==> config.mk <==
export PLATFORM = sky130hd
export DESIGN_NAME = program_stream_pes_filter
export DESIGN_NICKNAME = d
export VERILOG_FILES = /design/src/hdl/psf_pkg.sv /design/src/hdl/psf_parser.sv /design/src/hdl/psf_out_buf.sv /design/src/hdl/program_stream_pes_filter.sv
export VERILOG_INCLUDE_DIRS = /design/src /design/src/hdl
export SDC_FILE = /design/constraint.sdc
export NUM_CORES = 1
export LEC_CHECK = 0
export BUFFER_PORTS_ARGS = -buffer_cell sky130_fd_sc_hd__buf_2
export CELL_PAD_IN_SITES_DETAIL_PLACEMENT = 0
export CELL_PAD_IN_SITES_GLOBAL_PLACEMENT = 1
export CORE_UTILIZATION = 48
export CTS_CLUSTER_DIAMETER = 40
export DETAILED_ROUTE_END_ITERATION = 12
export HOLD_SLACK_MARGIN = 0.06
export MAX_ROUTING_LAYER = met4
export PLACE_DENSITY_LB_ADDON = 0.1
export SETUP_SLACK_MARGIN = 0.5
export SLEW_MARGIN = 20
export SYNTH_ARGS = -nofsm -noshare
export SYNTH_HDL_FRONTEND = slang
export SYNTH_SLANG_ARGS = --single-unit
==> constraint.sdc <==
create_clock -name aclk -period 6.6 [get_ports aclk]
set_input_delay 1.98 -clock aclk [delete_from_list [all_inputs] [get_ports aclk]]
set_output_delay 1.98 -clock aclk [all_outputs]
set_load 0.02 [all_outputs]
==> src/hdl/program_stream_pes_filter_assert.svh <==
// Assertion macros for the filter RTL.
`ifndef PROGRAM_STREAM_PES_FILTER_ASSERT_SVH
`define PROGRAM_STREAM_PES_FILTER_ASSERT_SVH

// Check a property on every clock edge outside reset.
`define PSF_ASSERT(lbl, prop, msg) \
    lbl: assert property (@(posedge aclk) disable iff (!aresetn) prop) else $error(msg);

// Check a property on every clock edge, reset included.
`define PSF_ASSERT_ALWAYS(lbl, prop, msg) \
    lbl: assert property (@(posedge aclk) prop) else $error(msg);

`endif

==> src/hdl/psf_pkg.sv <==
`timescale 1ns / 1ps

package psf_pkg;

    // Parser phases, one-hot
    typedef enum logic [15:0] {
        PH_HUNT     = 16'h0001,
        PH_CODE     = 16'h0002,
        PH_PACK1    = 16'h0004,
        PH_PACK2    = 16'h0008,
        PH_SKIP     = 16'h0010,
        PH_LENHI    = 16'h0020,
        PH_LENLO    = 16'h0040,
        PH_PESFIRST = 16'h0080,
        PH_M2FLAGS2 = 16'h0100,
        PH_M2HLEN   = 16'h0200,
        PH_HDRSKIP  = 16'h0400,
        PH_M1STD2   = 16'h0800,
        PH_M1PTS    = 16'h1000,
        PH_PRIV     = 16'h2000,
        PH_PAYLOAD  = 16'h4000,
        PH_M1STUFF  = 16'h8000
    } psf_phase_t;

    // Result kinds
    localparam logic [1:0] KIND_PAYLOAD   = 2'd0;
    localparam logic [1:0] KIND_END       = 2'd1;
    localparam logic [1:0] KIND_MALFORMED = 2'd2;

    // Configuration register indexes
    localparam logic [0:0] CFG_IDX_STREAM    = 1'b0;
    localparam logic [0:0] CFG_IDX_SUBSTREAM = 1'b1;

    localparam logic [7:0] TARGET_STREAM_RESET    = 8'hE0;
    localparam logic [7:0] TARGET_SUBSTREAM_RESET = 8'h00;

    // Start codes and stream ids
    localparam logic [7:0] CODE_PROGRAM_END  = 8'hB9;
    localparam logic [7:0] CODE_PACK         = 8'hBA;
    localparam logic [7:0] CODE_SYSTEM_HDR   = 8'hBB;
    localparam logic [7:0] SID_PRIVATE_1     = 8'hBD;
    localparam logic [7:0] BYTE_STUFFING     = 8'hFF;
    localparam logic [7:0] PTS_NONE          = 8'h0F;
    localparam logic [7:0] PTS_DTS_THRESHOLD = 8'h30;
    localparam logic [7:0] PTS_THRESHOLD     = 8'h20;
    localparam logic [7:0] PTS_DTS_BYTES     = 8'd9;
    localparam logic [7:0] PTS_BYTES         = 8'd4;
    localparam logic [3:0] PACK2_LAST_FIELD  = 4'd9;
    localparam logic [3:0] PRIV_LAST_FIELD   = 4'd3;
    localparam logic [15:0] PACK1_SKIP       = 16'd7;

    // One result transaction
    typedef struct packed {
        logic [1:0]  kind;
        logic [7:0]  data;
        logic [15:0] chunk_len;
        logic        last;
    } psf_result_t;

    // Stream ids whose packets are skipped whole
    function automatic logic is_reserved(input logic [7:0] id);
        return (id == 8'hBC) || (id == 8'hBE) || (id == 8'hBF) || (id == 8'hF0) ||
               (id == 8'hF1) || (id == 8'hF2) || (id == 8'hF8) || (id == 8'hFF);
    endfunction

endpackage

==> src/hdl/psf_parser.sv <==
`timescale 1ns / 1ps

module psf_parser (
    input  logic                aclk,
    input  logic                aresetn,
    input  logic                byte_valid,
    input  logic [7:0]          byte_in,
    input  logic [7:0]          target_sid,
    input  logic [7:0]          target_sub,
    output logic                res_valid,
    output psf_pkg::psf_result_t res
);
    import psf_pkg::*;

    psf_phase_t  phase_reg, phase_next;
    logic [15:0] recent_reg, recent_next;
    logic [7:0]  sid_reg, sid_next;
    logic [7:0]  sub_reg, sub_next;
    logic [15:0] pkt_len_reg, pkt_len_next;
    logic [15:0] hdr_used_reg, hdr_used_next;
    logic [15:0] skip_reg, skip_next;
    logic [3:0]  field_reg, field_next;
    logic        match_reg, match_next;
    logic [15:0] pay_rem_reg, pay_rem_next;

    logic        hdr_full;
    logic [15:0] left_after;
    logic [15:0] skip_dec;
    logic [15:0] pay_dec;
    logic [15:0] lenlo_val;
    logic        req_hunt, req_bad, req_end;
    logic        req_hdr_skip, req_hdr_done, req_start, req_skip_hunt, req_pts;
    logic        hdr_done_path;
    logic [7:0]  hdr_skip_n;
    logic [15:0] skip_hunt_n;
    logic [7:0]  sub_eff;

    // Header byte bookkeeping shared by all header phases
    assign hdr_full   = (hdr_used_reg >= pkt_len_reg);
    assign left_after = pkt_len_reg + ~hdr_used_reg;
    assign skip_dec   = skip_reg - 16'd1;
    assign pay_dec    = pay_rem_reg - 16'd1;
    assign lenlo_val  = {skip_reg[15:8], byte_in};

    // Per-phase decode, then shared actions
    always_comb begin
        phase_next    = phase_reg;
        recent_next   = recent_reg;
        sid_next      = sid_reg;
        sub_next      = sub_reg;
        pkt_len_next  = pkt_len_reg;
        hdr_used_next = hdr_used_reg;
        skip_next     = skip_reg;
        field_next    = field_reg;
        match_next    = match_reg;
        pay_rem_next  = pay_rem_reg;
        req_hunt      = 1'b0;
        req_bad       = 1'b0;
        req_end       = 1'b0;
        req_hdr_skip  = 1'b0;
        req_hdr_done  = 1'b0;
        req_start     = 1'b0;
        req_skip_hunt = 1'b0;
        req_pts       = 1'b0;
        hdr_done_path = 1'b0;
        hdr_skip_n    = 8'd0;
        skip_hunt_n   = 16'd0;
        sub_eff       = sub_reg;
        res_valid     = 1'b0;
        res           = '0;

        unique case (phase_reg)
            PH_HUNT: begin
                if (recent_reg == 16'd0 && byte_in == 8'd1) begin
                    phase_next = PH_CODE;
                end else begin
                    recent_next = {recent_reg[7:0], byte_in};
                end
            end
            PH_CODE: begin
                if (byte_in == CODE_PROGRAM_END) begin
                    req_hunt = 1'b1;
                    req_end  = 1'b1;
                end else if (byte_in == CODE_PACK) begin
                    phase_next = PH_PACK1;
                end else begin
                    sid_next   = byte_in;
                    phase_next = PH_LENHI;
                end
            end
            PH_PACK1: begin
                if (byte_in[7:6] == 2'b01) begin
                    field_next = 4'd1;
                    phase_next = PH_PACK2;
                end else if (byte_in[7:4] == 4'b0010) begin
                    req_skip_hunt = 1'b1;
                    skip_hunt_n   = PACK1_SKIP;
                end else begin
                    req_bad = 1'b1;
                end
            end
            PH_PACK2: begin
                if (field_reg >= PACK2_LAST_FIELD) begin
                    req_skip_hunt = 1'b1;
                    skip_hunt_n   = {13'd0, byte_in[2:0]};
                end else begin
                    field_next = field_reg + 4'd1;
                end
            end
            PH_SKIP: begin
                skip_next = skip_dec;
                if (skip_dec == 16'd0) begin
                    req_hunt = 1'b1;
                end
            end
            PH_LENHI: begin
                skip_next  = {byte_in, 8'd0};
                phase_next = PH_LENLO;
            end
            PH_LENLO: begin
                pkt_len_next = lenlo_val;
                if (sid_reg == CODE_SYSTEM_HDR || is_reserved(sid_reg)) begin
                    req_skip_hunt = 1'b1;
                    skip_hunt_n   = lenlo_val;
                end else begin
                    hdr_used_next = 16'd0;
                    phase_next    = PH_PESFIRST;
                end
            end
            PH_PESFIRST: begin
                if (hdr_full) begin
                    req_bad = 1'b1;
                end else begin
                    hdr_used_next = hdr_used_reg + 16'd1;
                    if (byte_in[7:6] == 2'b10) begin
                        phase_next = PH_M2FLAGS2;
                    end else if (byte_in == BYTE_STUFFING) begin
                        phase_next = PH_M1STUFF;
                    end else if (byte_in[6]) begin
                        phase_next = PH_M1STD2;
                    end else begin
                        req_pts = 1'b1;
                    end
                end
            end
            PH_M2FLAGS2: begin
                if (hdr_full) begin
                    req_bad = 1'b1;
                end else begin
                    hdr_used_next = hdr_used_reg + 16'd1;
                    phase_next    = PH_M2HLEN;
                end
            end
            PH_M2HLEN: begin
                if (hdr_full) begin
                    req_bad = 1'b1;
                end else begin
                    hdr_used_next = hdr_used_reg + 16'd1;
                    if ({8'd0, byte_in} > left_after) begin
                        req_bad = 1'b1;
                    end else begin
                        req_hdr_skip = 1'b1;
                        hdr_skip_n   = byte_in;
                    end
                end
            end
            PH_HDRSKIP: begin
                if (hdr_full) begin
                    req_bad = 1'b1;
                end else begin
                    hdr_used_next = hdr_used_reg + 16'd1;
                    skip_next     = skip_dec;
                    if (skip_dec == 16'd0) begin
                        req_hdr_done = 1'b1;
                    end
                end
            end
            PH_M1STUFF: begin
                if (hdr_full) begin
                    req_bad = 1'b1;
                end else begin
                    hdr_used_next = hdr_used_reg + 16'd1;
                    if (byte_in == BYTE_STUFFING) begin
                        phase_next = PH_M1STUFF;
                    end else if (byte_in[6]) begin
                        phase_next = PH_M1STD2;
                    end else begin
                        req_pts = 1'b1;
                    end
                end
            end
            PH_M1STD2: begin
                if (hdr_full) begin
                    req_bad = 1'b1;
                end else begin
                    hdr_used_next = hdr_used_reg + 16'd1;
                    phase_next    = PH_M1PTS;
                end
            end
            PH_M1PTS: begin
                if (hdr_full) begin
                    req_bad = 1'b1;
                end else begin
                    hdr_used_next = hdr_used_reg + 16'd1;
                    req_pts       = 1'b1;
                end
            end
            PH_PRIV: begin
                if (hdr_full) begin
                    req_bad = 1'b1;
                end else begin
                    hdr_used_next = hdr_used_reg + 16'd1;
                    if (field_reg == 4'd0) begin
                        sub_next = byte_in;
                    end
                    if (field_reg >= PRIV_LAST_FIELD) begin
                        req_start = 1'b1;
                    end else begin
                        field_next = field_reg + 4'd1;
                    end
                end
            end
            PH_PAYLOAD: begin
                pay_rem_next = pay_dec;
                if (pay_dec == 16'd0) begin
                    req_hunt = 1'b1;
                end
                if (match_reg) begin
                    res_valid     = 1'b1;
                    res.kind      = KIND_PAYLOAD;
                    res.data      = byte_in;
                    res.chunk_len = pkt_len_reg;
                    res.last      = (pay_dec == 16'd0);
                end
            end
            default: begin
                req_hunt = 1'b1;
            end
        endcase

        // Decode an MPEG-1 PTS/DTS flag byte
        if (req_pts) begin
            if (byte_in >= PTS_DTS_THRESHOLD) begin
                req_hdr_skip = 1'b1;
                hdr_skip_n   = PTS_DTS_BYTES;
            end else if (byte_in >= PTS_THRESHOLD) begin
                req_hdr_skip = 1'b1;
                hdr_skip_n   = PTS_BYTES;
            end else if (byte_in == PTS_NONE) begin
                req_hdr_done = 1'b1;
            end else begin
                req_bad = 1'b1;
            end
        end

        // Skip the rest of the header, or finish it at once
        if (req_hdr_skip) begin
            if (hdr_skip_n == 8'd0) begin
                req_hdr_done = 1'b1;
            end else begin
                skip_next  = {8'd0, hdr_skip_n};
                phase_next = PH_HDRSKIP;
            end
        end

        // Header finished: read the private stream fields or start payload
        if (req_hdr_done) begin
            if (sid_reg == SID_PRIVATE_1) begin
                field_next = 4'd0;
                phase_next = PH_PRIV;
            end else begin
                sub_next      = 8'd0;
                hdr_done_path = 1'b1;
                req_start     = 1'b1;
            end
        end

        // Latch the match and the payload length
        if (req_start) begin
            if (hdr_done_path) begin
                sub_eff = 8'd0;
            end
            match_next = (sid_reg == target_sid) && (sub_eff == target_sub);
            if (left_after == 16'd0) begin
                req_hunt = 1'b1;
            end else begin
                pkt_len_next = left_after;
                pay_rem_next = left_after;
                phase_next   = PH_PAYLOAD;
            end
        end

        // Skip a counted block, then hunt
        if (req_skip_hunt) begin
            if (skip_hunt_n == 16'd0) begin
                req_hunt = 1'b1;
            end else begin
                skip_next  = skip_hunt_n;
                phase_next = PH_SKIP;
            end
        end

        // Report the end code or a malformed header
        if (req_end) begin
            res_valid = 1'b1;
            res.kind  = KIND_END;
        end
        if (req_bad) begin
            req_hunt  = 1'b1;
            res_valid = 1'b1;
            res.kind  = KIND_MALFORMED;
        end

        // Resynchronise on the bytes that follow
        if (req_hunt) begin
            phase_next  = PH_HUNT;
            recent_next = 16'hFFFF;
        end

        if (!byte_valid) begin
            res_valid = 1'b0;
        end
    end

    // Advance the parse state on each accepted transaction
    always_ff @(posedge aclk) begin
        if (!aresetn) begin
            phase_reg    <= PH_HUNT;
            recent_reg   <= 16'hFFFF;
            sid_reg      <= 8'd0;
            sub_reg      <= 8'd0;
            pkt_len_reg  <= 16'd0;
            hdr_used_reg <= 16'd0;
            skip_reg     <= 16'd0;
            field_reg    <= 4'd0;
            match_reg    <= 1'b0;
            pay_rem_reg  <= 16'd0;
        end else if (byte_valid) begin
            phase_reg    <= phase_next;
            recent_reg   <= recent_next;
            sid_reg      <= sid_next;
            sub_reg      <= sub_next;
            pkt_len_reg  <= pkt_len_next;
            hdr_used_reg <= hdr_used_next;
            skip_reg     <= skip_next;
            field_reg    <= field_next;
            match_reg    <= match_next;
            pay_rem_reg  <= pay_rem_next;
        end
    end

endmodule

==> src/hdl/psf_out_buf.sv <==
`timescale 1ns / 1ps

module psf_out_buf (
    input  logic                aclk,
    input  logic                aresetn,
    input  logic                push,
    input  psf_pkg::psf_result_t push_data,
    output logic                space,
    output logic                out_valid,
    input  logic                out_ready,
    output psf_pkg::psf_result_t out_data
);
    import psf_pkg::*;

    logic        out_valid_reg;
    logic        skid_valid_reg;
    psf_result_t out_data_reg;
    psf_result_t skid_data_reg;
    logic        pop;

    assign pop       = out_valid_reg && out_ready;
    assign space     = !skid_valid_reg;
    assign out_valid = out_valid_reg;
    assign out_data  = out_data_reg;

    // Control: output slot plus one skid slot
    always_ff @(posedge aclk) begin
        if (!aresetn) begin
            out_valid_reg  <= 1'b0;
            skid_valid_reg <= 1'b0;
        end else if (skid_valid_reg) begin
            if (pop) begin
                skid_valid_reg <= 1'b0;
            end
        end else if (out_valid_reg && !pop) begin
            if (push) begin
                skid_valid_reg <= 1'b1;
            end
        end else begin
            out_valid_reg <= push;
        end
    end

    // Data: refill the output slot from the skid slot or the parser
    always_ff @(posedge aclk) begin
        if (skid_valid_reg) begin
            if (pop) begin
                out_data_reg <= skid_data_reg;
            end
        end else if (out_valid_reg && !pop) begin
            if (push) begin
                skid_data_reg <= push_data;
            end
        end else if (push) begin
            out_data_reg <= push_data;
        end
    end

endmodule

==> src/hdl/program_stream_pes_filter.sv <==
// Program stream PES filter. Takes one byte of an MPEG-1/MPEG-2 program
// stream per clock while s_ready is high and passes on the payload bytes of
// the PES packets whose stream id and substream id match cfg registers 0 and
// 1, together with program end and malformed header events. Each byte is
// decoded combinationally by the header state machine, so a byte can be
// accepted on every such clock; results are registered in the two-slot result
// buffer between the parser and m_ before they leave, and s_ready drops only
// while both slots are full. No clearing pass follows reset.
`timescale 1ns / 1ps

module program_stream_pes_filter (
    input  logic        aclk,
    input  logic        aresetn,
    input  logic        cfg_wr_en,
    input  logic [0:0]  cfg_index,
    input  logic [7:0]  cfg_data,
    input  logic        s_valid,
    output logic        s_ready,
    input  logic [7:0]  s_stream_byte,
    output logic        m_valid,
    input  logic        m_ready,
    output logic [1:0]  m_result_kind,
    output logic [7:0]  m_payload_byte,
    output logic [15:0] m_payload_length,
    output logic        m_last_of_chunk
);
    import psf_pkg::*;

    `include "program_stream_pes_filter_assert.svh"

    logic [7:0]  target_sid_reg;
    logic [7:0]  target_sub_reg;
    logic        accept;
    logic        res_valid;
    psf_result_t res;
    psf_result_t out_res;
    logic        buf_space;
    logic        is_event_out;
    logic        is_payload_out;
    logic        ev_fields_zero;

    assign s_ready = buf_space;
    assign accept  = s_valid && buf_space;

    // Target registers
    always_ff @(posedge aclk) begin
        if (!aresetn) begin
            target_sid_reg <= TARGET_STREAM_RESET;
            target_sub_reg <= TARGET_SUBSTREAM_RESET;
        end else if (cfg_wr_en) begin
            unique case (cfg_index)
                CFG_IDX_STREAM:    target_sid_reg <= cfg_data;
                CFG_IDX_SUBSTREAM: target_sub_reg <= cfg_data;
                default: ;
            endcase
        end
    end

    psf_parser u_parser (
        .aclk       (aclk),
        .aresetn    (aresetn),
        .byte_valid (accept),
        .byte_in    (s_stream_byte),
        .target_sid (target_sid_reg),
        .target_sub (target_sub_reg),
        .res_valid  (res_valid),
        .res        (res)
    );

    psf_out_buf u_out_buf (
        .aclk      (aclk),
        .aresetn   (aresetn),
        .push      (res_valid),
        .push_data (res),
        .space     (buf_space),
        .out_valid (m_valid),
        .out_ready (m_ready),
        .out_data  (out_res)
    );

    assign m_result_kind    = out_res.kind;
    assign m_payload_byte   = out_res.data;
    assign m_payload_length = out_res.chunk_len;
    assign m_last_of_chunk  = out_res.last;

    // Classify the offered result for the checks below
    assign is_event_out   = m_valid && (m_result_kind != KIND_PAYLOAD);
    assign is_payload_out = m_valid && (m_result_kind == KIND_PAYLOAD);
    assign ev_fields_zero = !m_last_of_chunk && (m_payload_length == 16'd0) &&
                            (m_payload_byte == 8'd0);

    `PSF_ASSERT(a_event_fields_clear, is_event_out |-> ev_fields_zero, "event carries payload fields")
    `PSF_ASSERT(a_payload_len_nonzero, is_payload_out |-> (m_payload_length != 16'd0), "zero length")
    `PSF_ASSERT_ALWAYS(a_reset_empty, !aresetn |=> (!m_valid && s_ready), "not empty after reset")

endmodule
==> flow_summary.toml, run 1 <==
[power_and_ir_drop]
power.internal_mw = 1.79
switching_share_pct = 28.7
p_sw_mw = 0.719
p_leak_nw = 4.65
pwr-share-seq_pct = 48.4
ir_worst_vdd_mv = 0.152
pwr_density_cell_nw_per_um2 = 197
comb_power_share_pct = 8.9
pwr-share-clk_pct = 42.7

[detailed_routing]
via_count = 10500
dr.pass1.iters = 6
wl_per_cell_um = 20.6
postRouteAntennaNets = 0
viasPerCell = 6.09
totalWireLength_um = 35500
drc = 0
first_iter_violations = 1024

[critical_path]
crit_path_max_fanout = 15
crit_type = "input pin to register"
end_kind = "register"
r2r_slack_ns = 1.54
ff2ff_path_depth = 17
regToRegStartpoint = "u_parser.hdr_used_reg[1]"
crit_path_start_kind = "input pin"
regToRegEndpoint = "u_out_buf.out_data[16]"
cp_data_required_time_ns = 6.96
critPathArrivalTime_ns = 5.43

[global_routing]
track_usage_pct = 29.9
grt_max_degree = 57
grtUsageMet2_pct = 46.5
antenna_found_initial = 1
use_met3_pct = 3.78
grt_pass1_wl_um = 55100
top_usage_layer = "met2"
use_met1_pct = 40.3
overflow = 0
first_global_vias = 9586

[floorplan]
die_height_um = 158
die_area_um2 = 24900
die_w_um = 158
row_count = 56
ios = 51
start_util_pct = 49.3
coreArea_um2 = 23600

[clocking]
cts_sinks = 189
clk_latency_ns = 0.45
htreeDepth = 4
clockBufferDepth = 2
path_clk_slew_ns = 0.08
cts_resized = 0
cts_tree = "yes"
post_cts_buffers = 0
cts_root_buf = "clkbuf_16"
holdBufCountCts = 0
numCtsBuffers = 17

[logic_synthesis]
syn_area_per_cell_um2 = 8.44
synth_edf_count = 54
seq_area_frac_synth_pct = 37.1
yosys_warnings = 0
ys.flop_type = "dfxtp_1"
syn_nets = 1451
synth_area_um2 = 11600
syn_inst = 1380
synth_seq_cells = 189
synth-async-reset-ratio_pct = 0
synth.distinct_cells = 83

[cells_and_area]
most-common-layout-cells = "135 x dfxtp_1, 129 x nor2_1, 128 x nand2_1"
regArea_um2 = 4320
multi_input_area_um2 = 6800
stdcell_count = 1717
drive_gt1_share_pct = 9.87
stdcell_area_um2 = 12700
layout_commonest_cell = "dfxtp_1"
nets = 1456
syn_to_final_growth_pct = 9.26
antenna_cells = 0
n_fill_cell = 2294

[placement]
dp.cells = 1685
gp_congestion = 0.953
placed_area_um2 = 12100
dp_hpwl_um = 26200
port_buffers = 50

[sta]
post-route-min-period_ns = 5.07
hold_violations = 0
holdWs_ns = 0.484
fin_crit_sh_pct = 76.8
drv_slew = 0
tns_ns = 0
fmax_mhz = 197
fin_worst_skew_ns = 0.0158
maxSlewHeadroom_pct = 22.9
tightest_slew_ns = 1.13
rsz0062_at_grt = "no"
setup_viol = 0

[hold_path]
hold_end = "target_sid_reg[2]"
min_path_type = "register to register"
min-delay-start = "target_sid_reg[2]"
min_path_cells = 2

[outcome]
status = "complete, no violations"

[job]
cap_violations = 0
==> worst max path at each step <==
stage                                   startpoint                          to  slack [ns]  cells after the start
final                             s_stream_byte[1]        u_parser.skip_reg[8]        1.53                     12
after detailed placement          s_stream_byte[0]      u_out_buf.out_data[14]        1.09                     15
after global placement            s_stream_byte[0]      u_out_buf.out_data[14]        1.19                     15
after global routing      u_parser.hdr_used_reg[1]      u_out_buf.out_data[16]        0.99                     17
after floorplan                   s_stream_byte[1]  u_out_buf.skid_data_reg[0]        0.59                     12
after CTS                 u_parser.hdr_used_reg[1]      u_out_buf.out_data[16]        1.55                     17
==> metrics by stage <==
stage               total power, mW  util, %  setup WS [ns]
CTS                            2.51     53.9           1.55
floorplan                      1.39        -          0.593
global route                   2.58     53.9          0.985
detailed placement             1.46     51.4           1.09
global placement               1.46     51.4           1.19
finish                         2.50     53.9           1.53
==> Yosys cell counts (all sizes together) (9+ instances only) <==
| cell | instances | area (um2) |
|---|---|---|
| dfxtp | 135 | 2700 |
| mux2 | 9 | 101 |
| a31oi | 9 | 71.3 |
| nor2b | 35 | 219 |
| and3 | 23 | 144 |
| nor3b | 11 | 82.6 |
| ha | 48 | 601 |
| o22a | 17 | 149 |
| nand2 | 129 | 492 |
| a21o | 16 | 120 |
| nand3b | 9 | 67.6 |
| xor2 | 16 | 140 |
| o211ai | 12 | 90.1 |
| or3 | 13 | 86.3 |
| and2 | 12 | 75.1 |
| nand3 | 49 | 245 |
| a21boi | 29 | 218 |
| a22oi | 17 | 128 |
| inv | 57 | 214 |
| clkbuf | 68 | 255 |
| nor2 | 129 | 484 |
| xnor2 | 36 | 315 |
| a211oi | 29 | 218 |
| nor4 | 24 | 193 |
| o21ai | 80 | 404 |
| nand4 | 22 | 138 |
| o31ai | 28 | 215 |
| nand2b | 11 | 68.8 |
| buf | 11 | 62.6 |
| mux2i | 10 | 100 |
| nor3 | 38 | 190 |
| a21oi | 76 | 388 |
| edfxtp | 54 | 1620 |
==> critical path: stages <==
cell       delay [ns]
buf_2            0.23
or3_1            0.45
or4b_1           0.48
nor4_1           0.26
inv_1            0.13
a22oi_1          0.23
nor2b_1          0.35
nand2_1          0.09
a21oi_1          0.20
nand2_1          0.36
o31ai_1          0.51
o2bb2ai_1        0.16
==> power by group through the flow <==
stage               clock network (mW)  logic [mW]  registers, mW
floorplan                            0       0.152           1.23
global placement                     0       0.219           1.24
detailed placement                   0       0.220           1.24
CTS                               1.08       0.221           1.21
global route                      1.13       0.243           1.21
finish                            1.07       0.224           1.21
==> cell type report <==
| class | instances | area share [%] |
|---|---|---|
| well taps | 319 | 3.14 |
| inverters | 57 | 1.68 |
| flip-flops and latches | 189 | 34.0 |
| repair buffers | 65 | 3.05 |
| clock buffers | 17 | 3.34 |
| clock inverters | 15 | 1.35 |
| multi-input cells | 1055 | 53.5 |
==> routing by layer <==
| metal | vias up | wire [um] |
|---|---|---|
| li1 | 5099 | - |
| met1 | 4957 | 16600 |
| met2 | 338 | 16400 |
| met3 | 63 | 1670 |
| met4 | 0 | 860 |
| met5 | - | 0 |
==> cells by family (layout without fill, tap and decap cells) <==
| logic type | Yosys count | count (layout) | synth area share [%] |
|---|---|---|---|
| buf+inv | 136 | 154 | 4.57 |
| flops | 189 | 189 | 37.1 |
| mux | 19 | 19 | 1.73 |
| simple gates | 541 | 541 | 24.1 |
| compound gates | 393 | 393 | 23.2 |
| fa+ha+maj | 50 | 50 | 5.41 |
| xor+xnor | 52 | 52 | 3.91 |
No activity file was read; power rests on OpenSTA's default activity.
==> run 2, diff against run 1 <==
- CORE_UTILIZATION: 48 -> 43
- clock period: 6.6 -> 4.1 ns (I/O delays scaled with it)
==> flow_summary.toml, run 2 (synthesis results as in run 1) <==
[outcome]
violations = "design-rule violations"
status = "finished with violations"

[critical_path]
crit_type = "register to register"
crit_path_max_fanout = 7
crit_path_frequent_cell = "buf_4"
crit_path_start_kind = "register"
end_kind = "register"
crit_path_cell_trace = "inv_4 -> ha_4 -> inv_2 -> fa_2 -> nand2b_4 -> a21o_1 -> buf_4 -> a2111oi_0 -> a211oi_2 -> nor2b_1 -> nand4_1 -> nor2_2 -> a21oi_2 -> o21bai_4 -> o31ai_4 -> buf_4 -> a22oi_2 -> buf_6 -> clkbuf_16"
regToRegEndpoint = "u_out_buf.out_data[8]"
critPathArrivalTime_ns = 4.08
cp_slowest_stage_delay_ns = 0.48
crit_slowest_cell = "a2111oi_0"
r2r_slack_ns = 0.20
regToRegStartpoint = "u_parser.hdr_used_reg[0]"
cp_data_required_time_ns = 4.28
ff2ff_path_depth = 19

[clocking]
cts_root_buf = "clkbuf_16"
cts_tree = "yes"
clk_latency_ns = 0.45
holdBufCountCts = 0
clockBufferDepth = 2
numCtsBuffers = 17
path_clk_slew_ns = 0.08
cts_sinks = 189
htreeDepth = 4

[cells_and_area]
drive_gt1_share_pct = 26.7
stdcell_area_um2 = 14900
nets = 1615
most-common-layout-cells = "143 x buf_4, 128 x dfxtp_1, 124 x nand2_1"
layout_commonest_cell = "buf_4"
syn_to_final_growth_pct = 28.0
antenna_cells = 0

[hold_path]
min-delay-start = "u_parser.pkt_len_reg[15]"
min_path_type = "register to register"
min_path_cells = 2
hold_end = "u_parser.pkt_len_reg[15]"

[detailed_routing]
drc = 4
wl_per_cell_um = 21.7
postRouteAntennaNets = 0
viasPerCell = 5.97
totalWireLength_um = 41100
dr.pass1.iters = 9
via_count = 11300
first_iter_violations = 828

[placement]
dp_hpwl_um = 30500
gp_congestion = 1.01
placed_area_um2 = 13100
port_buffers = 50

[sta]
rsz0062_at_grt = "yes"
post-route-min-period_ns = 3.90
setup_viol = 0
fin_worst_skew_ns = 0.0172
maxSlewHeadroom_pct = 28.2
fin_crit_sh_pct = 95.2
tightest_slew_ns = 1.07
holdWs_ns = 0.479
drv_slew = 0
fmax_mhz = 256
hold_violations = 0

[job]
cap_violations = 0

[floorplan]
row_count = 59
ios = 51
die_w_um = 167
die_height_um = 167
die_area_um2 = 27700
coreArea_um2 = 26300
start_util_pct = 44.3

[power_and_ir_drop]
pwr_density_cell_nw_per_um2 = 282
ir_worst_vdd_mv = 0.232
p_leak_nw = 5.68
total_power_mw = 4.21

[global_routing]
track_usage_pct = 30.3
first_global_vias = 10600
grt_pass1_wl_um = 62700
overflow = 0
grt_max_degree = 59
antenna_found_initial = 0
run 2: area by class of cell:
| cell class | instances | area (um2) |
|---|---|---|
| repair buffers | 223 | 1800 |
| flip-flops and latches | 189 | 4330 |
| fillers | 2427 | 11400 |
| well taps | 335 | 419 |
| clock buffers | 17 | 425 |
| multi-input cells | 1056 | 7520 |
| inverters | 57 | 216 |
| clock inverters | 15 | 191 |
run 2: through the flow:
step | cells | worst slack (ns) | utilization [%] | TNS [ns]
2_1_floorplan | 1380 | -0.0413 | - | -1.11
3_5_place_dp | 1812 | -0.0380 | 49.7 | -0.440
5_1_grt | 1892 | 0.0544 | 56.7 | 0
4_1_cts | 1877 | 0.281 | 55.3 | 0
6_report | 1892 | 0.196 | 56.7 | 0
3_3_place_gp | 1812 | 0.0413 | 49.7 | 0
run 2: how the worst max path moves through the flow:
| stage | startpoint | slack [ns] | end |
|---|---|---|---|
| floorplan | u_parser.hdr_used_reg[0] | -0.04 | u_out_buf.out_data[0] |
| global placement | s_stream_byte[6] | 0.04 | u_parser.phase_reg[11] |
| detailed placement | s_stream_byte[6] | -0.04 | u_parser.recent_reg[8] |
| CTS | u_parser.hdr_used_reg[0] | 0.28 | u_out_buf.skid_data_reg[12] |
| global route | u_parser.hdr_used_reg[0] | 0.05 | u_out_buf.out_data[25] |
| finish | u_parser.hdr_used_reg[0] | 0.20 | u_out_buf.out_data[8] |
run 2: critical path: cells and delay by family, from the launching register on:
kind                     cells  cell delay, ns
AO/OA/AOI/OAI                7            1.32
adder cells (fa/ha/maj)      2            0.48
buffers and inverters        6            0.75
flip-flops                   1            0.34
AND/OR/NAND/NOR              4            0.73
run 2: power by group:
group | switching [mW] | total [mW] | leakage [nW] | internal, mW
logic | 0.312 | 0.496 | 3.72 | 0.184
registers | 0.0206 | 1.95 | 1.65 | 1.93
clock network | 0.920 | 1.76 | 0.299 | 0.843
total | 1.25 | 4.21 | 5.68 | 2.95
run 2: timing repair:
| action | 4_1_cts | 5_1_grt |
|---|---|---|
| setup endpoints to repair | 148 | 152 |
| pin swaps | 70 | 23 |
| gates resized for setup | 138 | 47 |
| setup buffers | 29 | 11 |
| gates cloned | 4 | 4 |
run 2: layer usage:
layer / global-route usage, % / vias to the layer above / wire length [um]
met4: 11.8 / 0 / 1550
met3: 3.42 / 83 / 1660
met5: - / - / 0
met2: 48.5 / 326 / 19200
met1: 39.2 / 5456 / 18600
li1: - / 5432 / -
==> run 3, diff against run 2 <==
- BUFFER_PORTS_ARGS: -buffer_cell sky130_fd_sc_hd__buf_2 -> -buffer_cell sky130_fd_sc_hd__buf_4
==> flow_summary.toml, run 3 (synthesis results as in run 1) <==
[outcome]
status = "finished with violations"
violations = "design-rule violations"

[sta]
rsz0062_at_grt = "yes"
timing.final.ws_setup_ns = 0.218
fmax_mhz = 258
tightest_slew_ns = 1.11
fin_worst_skew_ns = 0.0208
post-route-min-period_ns = 3.88
drv_slew = 0
tns_ns = 0
maxSlewHeadroom_pct = 26.0
fin_crit_sh_pct = 94.7
hold_violations = 0
holdWs_ns = 0.470
setup_viol = 0

[critical_path]
crit_buf_inv = 4
startpoint = "u_parser.hdr_used_reg[1]"
critical_path.top_delay_family = "compound AO/OA/AOI/OAI gates"
r2r_slack_ns = 0.22
crit_path_start_kind = "register"
crit_path_max_fanout = 7
crit_path_cell_trace = "inv_1 -> ha_4 -> a211oi_2 -> o21ai_2 -> a21oi_2 -> xor2_2 -> ha_4 -> nand2_1 -> nor2_1 -> a211oi_2 -> a21oi_1 -> nand4_1 -> buf_4 -> o21ai_4 -> a211o_4 -> buf_12 -> clkbuf_16 -> o31ai_1 -> nor3_2"
crit_type = "register to register"
regToRegStartpoint = "u_parser.hdr_used_reg[1]"
crit_slowest_cell = "a211o_4"
ff2ff_path_depth = 19
cp_data_required_time_ns = 4.42
critPathArrivalTime_ns = 4.20
cp_slowest_stage_delay_ns = 0.38
regToRegEndpoint = "u_parser.pkt_len_reg[3]"
end_kind = "register"

[cells_and_area]
nets = 1577
syn_to_final_growth_pct = 26.6
drive_gt1_share_pct = 24.4
regArea_um2 = 4330
layout_commonest_cell = "buf_4"
multi_input_area_um2 = 7450
stdcell_count = 1854
fin_util_pct = 56.1
stdcell_area_um2 = 14700
antenna_cells = 0
most-common-layout-cells = "153 x buf_4, 130 x dfxtp_1, 125 x nand2_1"
n_fill_cell = 2433

[floorplan]
die_height_um = 167
start_util_pct = 44.3
coreArea_um2 = 26300
ios = 51
die_w_um = 167
row_count = 59
die_area_um2 = 27700

[detailed_routing]
postRouteAntennaNets = 0
drc = 4
wl_per_cell_um = 21.9
viasPerCell = 6.08
first_iter_violations = 1005
totalWireLength_um = 40700
via_count = 11300
dr.pass1.iters = 10

[clocking]
htreeDepth = 4
clk_latency_ns = 0.45
numCtsBuffers = 17
cts_sinks = 189
path_clk_slew_ns = 0.09
clockBufferDepth = 2
holdBufCountCts = 0
cts_tree = "yes"
cts_root_buf = "clkbuf_16"

[power_and_ir_drop]
total_power_mw = 4.23
p_leak_nw = 5.60
pwr_density_cell_nw_per_um2 = 287
ir_worst_vdd_mv = 0.237

[global_routing]
overflow = 0
grt_pass1_wl_um = 60900
track_usage_pct = 29.3
antenna_found_initial = 0
first_global_vias = 10600
grt_max_degree = 49

[job]
cap_violations = 0

[placement]
gp_congestion = 0.923
dp.cells = 1780
dp_hpwl_um = 28900
placed_area_um2 = 13000
pre_cts_slack_ns = -0.0460
port_buffers = 50

[hold_path]
hold_end = "u_parser.pkt_len_reg[15]"
min_path_cells = 2
min-delay-start = "u_parser.pkt_len_reg[15]"
min_path_type = "register to register"
-- run 3: cell types whose count changed in the layout (fill, tap and decap cells not counted), moves of 5 or more --
cell,previous run,this run
a211oi_1,12,19
o21ai_2,5,12
buf_2,50,0
buf_4,143,153
nor2_2,7,2
a211oi_2,16,10
o21ai_1,19,12
-- run 3: area by class of cell --
cell class | count | share of cell area [%]
multi-input combinational | 1055 | 50.6
sequential | 189 | 29.4
timing repair buffer | 186 | 11.5
clock buffer | 17 | 2.89
tap | 335 | 2.84
inverter | 57 | 1.47
clock inverter | 15 | 1.40
-- run 3: power by group --
group | switching, mW | total (mW) | internal, mW | leakage (nW)
clock | 0.953 | 1.81 | 0.860 | 0.305
combinational | 0.297 | 0.468 | 0.171 | 3.64
sequential | 0.0209 | 1.95 | 1.93 | 1.65
total | 1.27 | 4.23 | 2.96 | 5.60
-- run 3: worst max-delay path by stage --
stage | end | slack [ns] | depth (start not counted)
2_1_floorplan | u_out_buf.out_data[0] | -0.04 | 19
3_3_place_gp | u_parser.pkt_len_reg[8] | -0.005 | 11
3_5_place_dp | u_parser.pkt_len_reg[9] | -0.05 | 12
4_1_cts | u_parser.pkt_len_reg[13] | 0.27 | 20
5_1_grt | u_parser.skip_reg[13] | 0.05 | 19
6_report | u_parser.pkt_len_reg[3] | 0.22 | 19
-- run 3: layer usage --
layer	up-vias	GRT usage, %	share of wire [%]
met5	-	-	0
met4	0	16.0	5.1
met3	94	3.85	5.3
met2	402	45.2	46
met1	5450	37.1	44
li1	5326	-	-
-- run 3: what timing repair did --
item | in CTS | in global routing
pin swaps | 43 | 54
setup endpoints to repair | 138 | 154
resized for setup | 75 | 105
gates cloned | 3 | 7
buffers inserted | 16 | 16
-- run 3: worst register-to-register path, delay by kind of cell (launching register included) --
kind | cells | cell delay (ns)
xor gates and xnor gates | 1 | 0.24
AOI/OAI and AO/OA | 8 | 1.73
buffers and inverters | 4 | 0.61
and+or+nand+nor | 4 | 0.33
adders and majority gates | 2 | 0.49
DFF | 1 | 0.37
